==> src/hdl/uttb_pkg.sv <==
// Shared types and constants for the UUID text to bytes converter.
// Holds the classified-character format used between front, queue and back.
// No dependencies.
package uttb_pkg;

	// Character codes the front end recognises
	localparam logic [7:0] CHAR_DASH   = 8'h2D;
	localparam logic [7:0] CHAR_ZERO   = 8'h30;
	localparam logic [7:0] CHAR_NINE   = 8'h39;
	localparam logic [7:0] CHAR_UP_A   = 8'h41;
	localparam logic [7:0] CHAR_UP_F   = 8'h46;
	localparam logic [7:0] CHAR_LO_A   = 8'h61;
	localparam logic [7:0] CHAR_LO_F   = 8'h66;

	// Letters a..f and A..F carry 1..6 in their low nibble
	localparam logic [3:0] LETTER_BIAS = 4'd9;

	// Hex digits in one complete UUID text
	localparam logic [5:0] UUID_DIGITS = 6'd32;

	// Queue between front and back
	localparam int QUEUE_DEPTH = 4;
	localparam int QUEUE_AW    = $clog2(QUEUE_DEPTH);

	// Result queue depth in the back end
	localparam int OUT_DEPTH = 2;
	localparam int OUT_AW    = $clog2(OUT_DEPTH);

	// Class of one accepted item
	typedef enum logic [1:0] {
		CLS_HEX  = 2'd0,
		CLS_DASH = 2'd1,
		CLS_BAD  = 2'd2,
		CLS_END  = 2'd3
	} cls_t;

	// Status codes reported at end of text
	typedef enum logic [1:0] {
		ST_OK       = 2'd0,
		ST_BAD_CHAR = 2'd1,
		ST_TOO_MANY = 2'd2,
		ST_TOO_FEW  = 2'd3
	} status_t;

	// Classified item passed from front to back
	typedef struct packed {
		cls_t       cls;
		logic [3:0] nibble;
	} item_t;

	// One result as presented at the output
	typedef struct packed {
		logic [7:0] byte_value;
		logic [3:0] byte_index;
		logic       is_status;
		status_t    status;
	} result_t;

	// Queue handshake seen by the producer and consumer
	typedef struct packed {
		logic push;
		logic pop;
	} qctl_t;

	typedef struct packed {
		logic full;
		logic empty;
	} qsts_t;

endpackage

==> src/hdl/uttb_front.sv <==
// Front end: accepts input transactions and classifies each character.
// Depends on uttb_pkg; feeds uttb_queue.
module uttb_front
	import uttb_pkg::*;
(
	input  logic       clk,
	input  logic       arst_n,
	input  logic       push,
	output logic       full,
	input  logic       kind,
	input  logic [7:0] character,
	input  logic       q_full,
	output logic       q_push,
	output item_t      q_item
);

	logic  valid_s1;
	item_t item_s1;
	item_t cls_item;
	logic  take;

	// Classify the incoming character
	always_comb begin
		cls_item.nibble = '0;
		if (kind) begin
			cls_item.cls = CLS_END;
		end else begin
			case (character) inside
				CHAR_DASH: begin
					cls_item.cls = CLS_DASH;
				end
				[CHAR_ZERO:CHAR_NINE]: begin
					cls_item.cls    = CLS_HEX;
					cls_item.nibble = character[3:0];
				end
				[CHAR_UP_A:CHAR_UP_F], [CHAR_LO_A:CHAR_LO_F]: begin
					cls_item.cls    = CLS_HEX;
					cls_item.nibble = character[3:0] + LETTER_BIAS;
				end
				default: begin
					cls_item.cls = CLS_BAD;
				end
			endcase
		end
	end

	// Stall only when the stage is occupied and the queue cannot take it
	assign full   = valid_s1 && q_full;
	assign take   = push && !full;
	assign q_push = valid_s1 && !q_full;
	assign q_item = item_s1;

	// Hold the classified item until the queue takes it
	always_ff @(posedge clk or negedge arst_n) begin
		if (!arst_n) begin
			valid_s1 <= 1'b0;
		end else if (take) begin
			valid_s1 <= 1'b1;
		end else if (q_push) begin
			valid_s1 <= 1'b0;
		end
	end

	always_ff @(posedge clk) begin
		if (take) begin
			item_s1 <= cls_item;
		end
	end

endmodule

==> src/hdl/uttb_queue.sv <==
// Short queue of classified items between front and back.
// Depends on uttb_pkg.
module uttb_queue
	import uttb_pkg::*;
(
	input  logic  clk,
	input  logic  arst_n,
	input  qctl_t ctl,
	input  item_t push_item,
	output item_t pop_item,
	output qsts_t sts
);

	item_t               mem_q [QUEUE_DEPTH];
	logic [QUEUE_AW-1:0] wr_ptr_q;
	logic [QUEUE_AW-1:0] rd_ptr_q;
	logic [QUEUE_AW:0]   count_q;
	logic                do_push;
	logic                do_pop;

	assign sts       = '{full:  (count_q == (QUEUE_AW+1)'(QUEUE_DEPTH)),
	                     empty: (count_q == '0)};
	assign do_push   = ctl.push && !sts.full;
	assign do_pop    = ctl.pop && !sts.empty;
	assign pop_item  = mem_q[rd_ptr_q];

	// Store pushed items
	always_ff @(posedge clk) begin
		if (do_push) begin
			mem_q[wr_ptr_q] <= push_item;
		end
	end

	// Advance pointers and occupancy
	always_ff @(posedge clk or negedge arst_n) begin
		if (!arst_n) begin
			wr_ptr_q <= '0;
			rd_ptr_q <= '0;
			count_q  <= '0;
		end else begin
			if (do_push) begin
				wr_ptr_q <= wr_ptr_q + 1'b1;
			end
			if (do_pop) begin
				rd_ptr_q <= rd_ptr_q + 1'b1;
			end
			if (do_push && !do_pop) begin
				count_q <= count_q + 1'b1;
			end else if (!do_push && do_pop) begin
				count_q <= count_q - 1'b1;
			end
		end
	end

endmodule

==> src/hdl/uttb_back.sv <==
// Back end: tracks digit count, pending nibble and first error, and
// queues byte and status results. Depends on uttb_pkg; fed by uttb_queue.
module uttb_back
	import uttb_pkg::*;
(
	input  logic       clk,
	input  logic       arst_n,
	input  item_t      item,
	input  logic       q_empty,
	output logic       q_pop,
	input  logic       pop,
	output logic       empty,
	output logic [7:0] byte_value,
	output logic [3:0] byte_index,
	output logic       is_status,
	output logic [1:0] status
);

	logic [5:0]        digits_q;
	logic [3:0]        high_q;
	status_t           err_q;

	result_t           out_mem_q [OUT_DEPTH];
	logic [OUT_AW-1:0] out_wr_q;
	logic [OUT_AW-1:0] out_rd_q;
	logic [OUT_AW:0]   out_cnt_q;

	logic              out_take;
	logic              out_room;
	logic              emit;
	result_t           res;
	logic [5:0]        digits_nxt;
	logic [3:0]        high_nxt;
	status_t           err_nxt;
	result_t           head;

	assign out_take = pop && !empty;
	assign out_room = (out_cnt_q != (OUT_AW+1)'(OUT_DEPTH)) || out_take;
	assign q_pop    = !q_empty && out_room;

	// Work out the effect of the item at the head of the queue
	always_comb begin
		digits_nxt     = digits_q;
		high_nxt       = high_q;
		err_nxt        = err_q;
		emit           = 1'b0;
		res.byte_value = {high_q, item.nibble};
		res.byte_index = digits_q[4:1];
		res.is_status  = 1'b0;
		res.status     = ST_OK;
		case (item.cls)
			CLS_END: begin
				emit           = 1'b1;
				res.byte_value = '0;
				res.byte_index = '0;
				res.is_status  = 1'b1;
				if (err_q != ST_OK) begin
					res.status = err_q;
				end else if (digits_q != UUID_DIGITS) begin
					res.status = ST_TOO_FEW;
				end else begin
					res.status = ST_OK;
				end
				digits_nxt = '0;
				high_nxt   = '0;
				err_nxt    = ST_OK;
			end
			CLS_DASH: begin
			end
			CLS_BAD: begin
				if (err_q == ST_OK) begin
					err_nxt = ST_BAD_CHAR;
				end
			end
			CLS_HEX: begin
				if (err_q == ST_OK) begin
					if (digits_q >= UUID_DIGITS) begin
						err_nxt = ST_TOO_MANY;
					end else begin
						digits_nxt = digits_q + 1'b1;
						if (!digits_q[0]) begin
							high_nxt = item.nibble;
						end else begin
							emit = 1'b1;
						end
					end
				end
			end
			default: begin
			end
		endcase
	end

	// Update the per-text state
	always_ff @(posedge clk or negedge arst_n) begin
		if (!arst_n) begin
			digits_q <= '0;
			high_q   <= '0;
			err_q    <= ST_OK;
		end else if (q_pop) begin
			digits_q <= digits_nxt;
			high_q   <= high_nxt;
			err_q    <= err_nxt;
		end
	end

	// Store results waiting for the consumer
	always_ff @(posedge clk) begin
		if (q_pop && emit) begin
			out_mem_q[out_wr_q] <= res;
		end
	end

	always_ff @(posedge clk or negedge arst_n) begin
		if (!arst_n) begin
			out_wr_q  <= '0;
			out_rd_q  <= '0;
			out_cnt_q <= '0;
		end else begin
			if (q_pop && emit) begin
				out_wr_q <= out_wr_q + 1'b1;
			end
			if (out_take) begin
				out_rd_q <= out_rd_q + 1'b1;
			end
			if ((q_pop && emit) && !out_take) begin
				out_cnt_q <= out_cnt_q + 1'b1;
			end else if (!(q_pop && emit) && out_take) begin
				out_cnt_q <= out_cnt_q - 1'b1;
			end
		end
	end

	// Present the oldest result
	assign head       = out_mem_q[out_rd_q];
	assign empty      = (out_cnt_q == '0);
	assign byte_value = head.byte_value;
	assign byte_index = head.byte_index;
	assign is_status  = head.is_status;
	assign status     = head.status;

endmodule

==> src/hdl/uuid_text_to_bytes_core.sv <==
// UUID text to bytes converter, top level.
// Path: an input passes the front stage register, the item queue and the result queue in turn.
// Throughput: one input transaction per cycle while results are popped; the two-entry
// result queue and the item queue absorb pop low until they fill, then full stalls input.
// Reset: arst_n clears all queues and the per-text state at once; no clear pass.
module uuid_text_to_bytes_core
	import uttb_pkg::*;
(
	input  logic       clk,
	input  logic       arst_n,
	input  logic       push,
	output logic       full,
	input  logic       kind,
	input  logic [7:0] character,
	output logic       empty,
	input  logic       pop,
	output logic [7:0] byte_value,
	output logic [3:0] byte_index,
	output logic       is_status,
	output logic [1:0] status
);

	qctl_t q_ctl;
	qsts_t q_sts;
	item_t q_in;
	item_t q_out;
	logic  q_push;
	logic  q_pop;

	// Gather the queue controls from both sides
	assign q_ctl = '{push: q_push, pop: q_pop};

	uttb_front u_front (
		.clk       (clk),
		.arst_n    (arst_n),
		.push      (push),
		.full      (full),
		.kind      (kind),
		.character (character),
		.q_full    (q_sts.full),
		.q_push    (q_push),
		.q_item    (q_in)
	);

	uttb_queue u_queue (
		.clk       (clk),
		.arst_n    (arst_n),
		.ctl       (q_ctl),
		.push_item (q_in),
		.pop_item  (q_out),
		.sts       (q_sts)
	);

	uttb_back u_back (
		.clk        (clk),
		.arst_n     (arst_n),
		.item       (q_out),
		.q_empty    (q_sts.empty),
		.q_pop      (q_pop),
		.pop        (pop),
		.empty      (empty),
		.byte_value (byte_value),
		.byte_index (byte_index),
		.is_status  (is_status),
		.status     (status)
	);

`ifndef NO_ASSERTIONS
	// Front never pushes into a full queue
	assert property (@(posedge clk) disable iff (!arst_n) !(q_ctl.push && q_sts.full))
		else $error("queue overflow");

	// Back never pops an empty queue
	assert property (@(posedge clk) disable iff (!arst_n) !(q_ctl.pop && q_sts.empty))
		else $error("queue underflow");

	// A byte result always carries a clear status field
	assert property (@(posedge clk) disable iff (!arst_n)
		(!empty && !is_status) |-> (status == ST_OK))
		else $error("byte result with status set");

	// Input stalls only while the queue is full
	assert property (@(posedge clk) disable iff (!arst_n) full |-> q_sts.full)
		else $error("stall without full queue");
`endif

endmodule

==> config.mk <==
export PLATFORM = sky130hd
export DESIGN_NAME = uuid_text_to_bytes_core
export DESIGN_NICKNAME = d
export VERILOG_FILES = /design/src/hdl/uttb_pkg.sv /design/src/hdl/uttb_front.sv /design/src/hdl/uttb_queue.sv /design/src/hdl/uttb_back.sv /design/src/hdl/uuid_text_to_bytes_core.sv
export SDC_FILE = /design/constraint.sdc
export NUM_CORES = 1
export LEC_CHECK = 0
export ABC_AREA = 1
export BUFFER_PORTS_ARGS = -buffer_cell sky130_fd_sc_hd__buf_2
export CORE_ASPECT_RATIO = 1.75
export CORE_MARGIN = 5
export CORE_UTILIZATION = 30
export CTS_BUF_LIST = sky130_fd_sc_hd__clkbuf_16
export DETAILED_ROUTE_END_ITERATION = 6
export PLACE_DENSITY_LB_ADDON = 0.05
export RECOVER_POWER = 25
export SLEW_MARGIN = 20
export SYNTH_ARGS = -nofsm -noshare
export SYNTH_HDL_FRONTEND = slang
export SYNTH_SLANG_ARGS = --single-unit
==> constraint.sdc <==
create_clock -name clk -period 4.13 [get_ports clk]
set_input_delay 1.239 -clock clk [delete_from_list [all_inputs] [get_ports clk]]
set_output_delay 1.239 -clock clk [all_outputs]
set_load 0.05 [all_outputs]
==> impl_results.md, run 1 <==
- Outcome: finished, violations left
- Failing checks: capacitance limit, slew limit
- Worst r2r path cells: 11
- Final slew viol count: 25
- Gr usage total: 11.30%
- Synth area leader: edfxtp_1
- R2R setup slack: 1.12 ns
- Drt drc: 0
- First-pass GRT wire length: 13,750 um
- CTS sink cnt: 84
- Post-synthesis cell type count: 31
- Antenna cells: 0
- Number of global-route vias before repair: 2,748
- Routability Congestion: 0.7588
- Commonest non-fill, non-tap cells in the layout: nand2_1 (114), edfxtp_1 (60), nor2_1 (49)
- Area share of the largest cell type after synthesis: 45.14%
- Largest net degree at the start of global routing: 25
- Via count: 2,629
- Pre-CTS setup slack: 1.078 ns
- Worst Setup End Kind: flop
- Clock latency on the worst-skew pair: 0.34 ns
- Mapped Nets: 432
- Asr flop ratio synth: 28.57%
- Yosys reg bits: 84
- Share of cells above drive strength 1: 12.73%
- Finished Layout Cells: 611
- Avg Synthesized Cell Area: 9.929 um^2
- CP max FO: 15
- Die width: 97.19 um
- Initial antenna violation count: 0
- Final HPWL DP: 6429 um
- Startpoint types: flop
- Slew headroom: -5.275%
- P&R area growth vs syn: 15.77%
- Clock skew: 0.009390 ns
- Setup TNS: 0 ns
- Fmax achieved: 332.2 MHz
- Mapped Area: 0.003991 mm^2
- Placed cell areas: 0.004304 mm^2
- Clk pwr share: 21.9%
- Power Internal: 2.210 mW
- Worst Hold Depth: 2
- WS Path Type: flop to flop
- Final WL: 8256 um
- Worst Hold Class: flop to flop
- Final instance area: 0.004621 mm^2
- P_sw: 1.671 mW
- Setup Fix Bufs, Post-CTS: 0
- I/O pin count: 30
- Worst-margin pin slew: 1.579 ns
- Placed cell count: 595
- Clk root buf: clkbuf_16
- Switching Fraction: 43.06%
- Final Setup Violations: 0
- Rows: 55
- Post-Synthesis Cells: 402
- Initial DRT Pass Iterations: 4
- Worst flop-to-flop path startpoint: u_queue.rd_ptr_q[0]
- CTS tree: built
- Crit path time final: 3.010 ns
- Final #Nets: 465
- CTS max path bufs: 2
- Post-synth EDFFs: 60
- Leak: 2.011 nW
- Worst Hold Path EP: u_back.high_q[1]
- Synth top area cells: edfxtp_1 (45%), dfrtp_1 (15%), nand2_1 (11%)
- Routed length per instance: 13.51 um
- CTS Buf Count: 9
- Max_cap viols: 1
- PwrDens: 840.1 mW/mm^2
- Hold buffers post-CTS: 0
- Pwr Total: 3.882 mW
- Crit share post-route: 72.88%
- Initial Util: 30.69%
- CP Data Arrival Time: 2.97 ns
- ANT nets after route: 0
- # port buffers: 29
- Reg2reg end: u_back.out_mem_q[0][0]
- Iteration-0 DRC count of the detailed router: 60
- Most common cell after layout, fill and taps aside: nand2_1
- Post-CTS Resized: 0
- Critical Path RT: 4.09 ns
- Worst Min Path Start: u_back.high_q[1]
- Endpoints failing hold: 0
- Most used DFF post-synth: edfxtp_1
- Flop pwr share: 35.2%
- Worst-path clk slew: 0.06 ns
- Max VDD drop: 237.6 uV
- Combinational share of power: 42.9%
- Slack of the critical path: 1.120 ns
- Die ar.: 0.01580 mm^2
- Gr ovfl total: 0
- Vias/cell: 4.303
- CTS H-Tree Depth: 3
- Die height: 162.6 um
- Core area: 0.01301 mm^2
- Sequential element share of the synthesized area: 60.19%
- Synth Warn #: 0
- RSZ-0062 raised after global routing: no
==> synthesized netlist by cell type (4+ instances only) <==
| master | n |
|---|---|
| ha_1 | 16 |
| inv_1 | 42 |
| o21ai_0 | 16 |
| o21ai_2 | 4 |
| dfrtp_1 | 24 |
| edfxtp_1 | 60 |
| nand2_1 | 114 |
| nor2_1 | 49 |
| buf_2 | 4 |
| xor2_1 | 8 |
| a21oi_1 | 14 |
| nand3_1 | 25 |
==> how the worst max path moves through the flow <==
stage | startpoint | to | slack (ns) | depth (start not counted)
floorplan | pop | u_back.out_mem_q[1][0] | 1.48 | 5
global placement | u_queue.rd_ptr_q[0] | u_back.out_mem_q[0][10] | 1.20 | 11
detailed placement | u_queue.rd_ptr_q[0] | u_back.out_mem_q[0][11] | 1.08 | 11
CTS | u_queue.rd_ptr_q[0] | u_back.out_mem_q[0][0] | 1.06 | 11
global route | u_queue.rd_ptr_q[0] | u_back.out_mem_q[0][0] | 0.73 | 11
finish | u_queue.rd_ptr_q[0] | u_back.out_mem_q[0][0] | 1.12 | 11
==> cell families (layout without fill, tap and decap cells) <==
| kind of cell | Yosys count | after routing | synth area share [%] |
|---|---|---|---|
| simple gates | 199 | 199 | 20.78 |
| flops | 84 | 84 | 60.19 |
| buf+inv | 54 | 92 | 5.862 |
| compound gates | 37 | 37 | 5.235 |
| fa+ha+maj | 17 | 17 | 5.517 |
| xor+xnor | 11 | 11 | 2.414 |
==> layout make-up <==
class,count,area [um^2]
Sequential cell,84,2402
Clock inverter,7,92.59
Timing Repair Buffer,32,166.4
Multi-Input combinational cell,264,1355
Clock buffer,9,225.2
Tap cell,171,214.0
Inverter,44,165.2
Fill cell,1313,8386
==> state kept, by name, indices dropped and copies added, names as in the netlist, 3 cells and up <==
| register | count |
|---|---|
| u_back.digits_q | 6 |
| u_back.high_q | 4 |
| u_back.out_mem_q | 30 |
| u_front.q_item | 6 |
| u_queue.count_q | 3 |
| u_queue.mem_q | 24 |
==> metrics by stage <==
stage	hold WS [ns]	utilization, %
floorplan	0.4490	-
global placement	0.4689	33.09
detailed placement	0.4680	33.09
CTS	0.4861	35.54
global route	0.5070	35.53
finish	0.4802	35.53
==> power groups by stage <==
| stage | combinational [mW] | sequential, mW | clock [mW] |
|---|---|---|---|
| finish | 1.67 | 1.37 | 0.849 |
| detailed placement | 1.71 | 1.39 | 0 |
| global route | 1.90 | 1.40 | 0.908 |
| global placement | 1.70 | 1.39 | 0 |
| floorplan | 1.39 | 1.33 | 0 |
| CTS | 1.72 | 1.37 | 0.880 |
==> per-layer routing <==
metal,wire [um],vias up,track usage [%]
met5,0,-,0
met4,155,0,5.176
met3,215,10,2.143
met2,5029,32,23.21
met1,2855,1219,10.39
li1,-,1368,-
==> critical path: stages, from the launching register on <==
cell,delay (ns)
dfrtp_1,0.58
inv_1,0.27
nand2_1,0.11
a32oi_1,0.13
inv_1,0.11
ha_1,0.46
nand2_1,0.11
o21bai_1,0.15
nand2_1,0.10
inv_1,0.09
nand2_1,0.07
inv_1,0.46
No activity file was read; power rests on OpenSTA's default activity.
==> run 2: changes to the inputs <==
Clock period 4.13 ns to 2.7 ns, I/O delays scaled along.
==> run 2 against run 1 <==
  * The run still ends with capacitance limit, slew limit left
  * Sequential cell count stayed put
  * Die area unchanged
  * Clock skew decreased by 0.0016 ns
  * Largest cell class unchanged
==> impl_results.md, run 2 (same netlist as run 1, synthesis figures left out) <==
- Outcome: finished, violations left
- Failing checks: capacitance limit, slew limit
- Routed length per instance: 12.94 um
- Vias/cell: 4.341
- RSZ-0062 raised after global routing: no
- Max FFs per register: 30
- ANT nets after route: 0
- Final slew viol count: 25
- Final HPWL DP: 6077 um
- WS Path Type: flop to primary output
- Most common cell after layout, fill and taps aside: nand2_1
- Worst Hold Class: flop to flop
- Final WL: 7974 um
- Leak: 2.042 nW
- Slack of the critical path: 0.3492 ns
- Post-CTS Resized: 0
- Number of fill cells: 1,333
- I/O pin count: 30
- Antenna cells: 0
- Pre-CTS setup slack: 0.3298 ns
- Iteration-0 DRC count of the detailed router: 87
- Commonest non-fill, non-tap cells in the layout: nand2_1 (114), edfxtp_1 (60), nor2_1 (49)
- CTS tree: built
- P&R area growth vs syn: 17.46%
- Die ar.: 0.01580 mm^2
- Largest net degree at the start of global routing: 25
- CTS H-Tree Depth: 3
- Via count: 2,674
- First-pass GRT wire length: 13,190 um
- Setup TNS: 0 ns
- Max VDD drop: 373.9 uV
- Startpoint types: flop
- Crit path time final: 2.351 ns
- CP max FO: 16
- Gr ovfl total: 0
- Clk root buf: clkbuf_16
- Most flops, register: u_back.out_mem_q
- Core area: 0.01301 mm^2
- Initial antenna violation count: 0
- Setup Fix Bufs, Post-CTS: 0
- PwrDens: 1290 mW/mm^2
- Final #Nets: 470
- Worst Setup End Kind: primary output
- Share of cells above drive strength 1: 13.93%
- Routability Congestion: 0.7525
- Fmax achieved: 425.4 MHz
- CTS max path bufs: 2
- Clock latency on the worst-skew pair: 0.33 ns
- CTS Buf Count: 9
- Final Setup Violations: 0
- Initial Util: 30.69%
- Initial DRT Pass Iterations: 4
- Endpoints failing hold: 0
- Worst-path clk slew: 0.06 ns
- Critical Path RT: 1.89 ns
- Rows: 55
- Crit share post-route: 87.07%
- CP Data Arrival Time: 1.54 ns
- # port buffers: 29
- Biggest regs: u_back.out_mem_q: 30 flops, u_queue.mem_q: 24 flops
- Number of global-route vias before repair: 2,722
- Max_cap viols: 1
- Worst-margin pin slew: 1.614 ns
- Drt drc: 0
- Die height: 162.6 um
- CTS sink cnt: 84
- Slew headroom: -7.612%
- Gr usage total: 10.67%
- Die width: 97.19 um
- Clock skew: 0.007787 ns
- Hold buffers post-CTS: 0
run 2: changes by cell type in the layout (fill, tap and decap cells not counted):
cell      delta
buf_4        +3
buf_12       +2
inv_6        +2
clkinv_4     -1
inv_1        -1
run 2: layout make-up:
cell class              instances  area, um^2  share of cell area, %
clock buffers                   9       225.2                  4.804
inverters                      44       165.2                  3.523
clock inverters                 7       97.59                  2.082
repair buffers                 37       229.0                  4.884
flip-flops and latches         84        2402                  51.24
well taps                     171       214.0                  4.564
multi-input cells             264        1355                  28.90
run 2: path summary, 6_finish.rpt:
path | start | endpoint | slack [ns] | cells after the start
max | u_back.out_rd_q | byte_value[2] | 0.35 | 4
min | u_back.high_q[0] | u_back.high_q[0] | 0.48 | 2
max reg2reg | u_queue.rd_ptr_q[0] | u_back.out_cnt_q[1] | 0.38 | 12
min reg2reg | u_back.high_q[0] | u_back.high_q[0] | 0.48 | 2
max in group asynchronous | arst_n | u_back.digits_q[5] | 0.88 | 1
min in group asynchronous | arst_n | u_back.high_q[0] | 0.88 | 1
run 2: per-stage QoR:
step | cell area [um^2] | total power [mW] | hold slack, ns | utilization, % | std cells
finish | 4688 | 6.048 | 0.4805 | 36.05 | 616
global route | 4688 | 6.521 | 0.5013 | 36.05 | 616
CTS | 4690 | 6.192 | 0.4900 | 36.06 | 616
detailed placement | 4367 | 4.851 | 0.4720 | 33.57 | 600
global placement | 4367 | 4.835 | 0.4699 | 33.57 | 600
floorplan | 3991 | 4.149 | 0.4490 | - | 402
run 2: report_power, final:
group | switching (mW) | leakage, nW | total [mW] | internal [mW]
combinational | 1.91 | 1.03 | 2.69 | 0.774
clock | 0.499 | 0.154 | 1.31 | 0.815
sequential | 0.165 | 0.853 | 2.05 | 1.88
total | 2.58 | 2.04 | 6.05 | 3.47
run 2: metal layers:
layer  routed length (um)  GRT usage (%)  share of wire (%)
met1                 2927          10.12                 37
met2                 4765          21.51                 60
met3                  222          2.143                2.8
met4                   58          4.792               0.73
met5                    0              0                  0
run 2: critical path, stage by stage (launching register included):
cell and delay (ns):
dfrtp_1 0.34, clkinv_1 0.41, nand2_1 0.17, nand2_1 0.08
buf_2 0.21
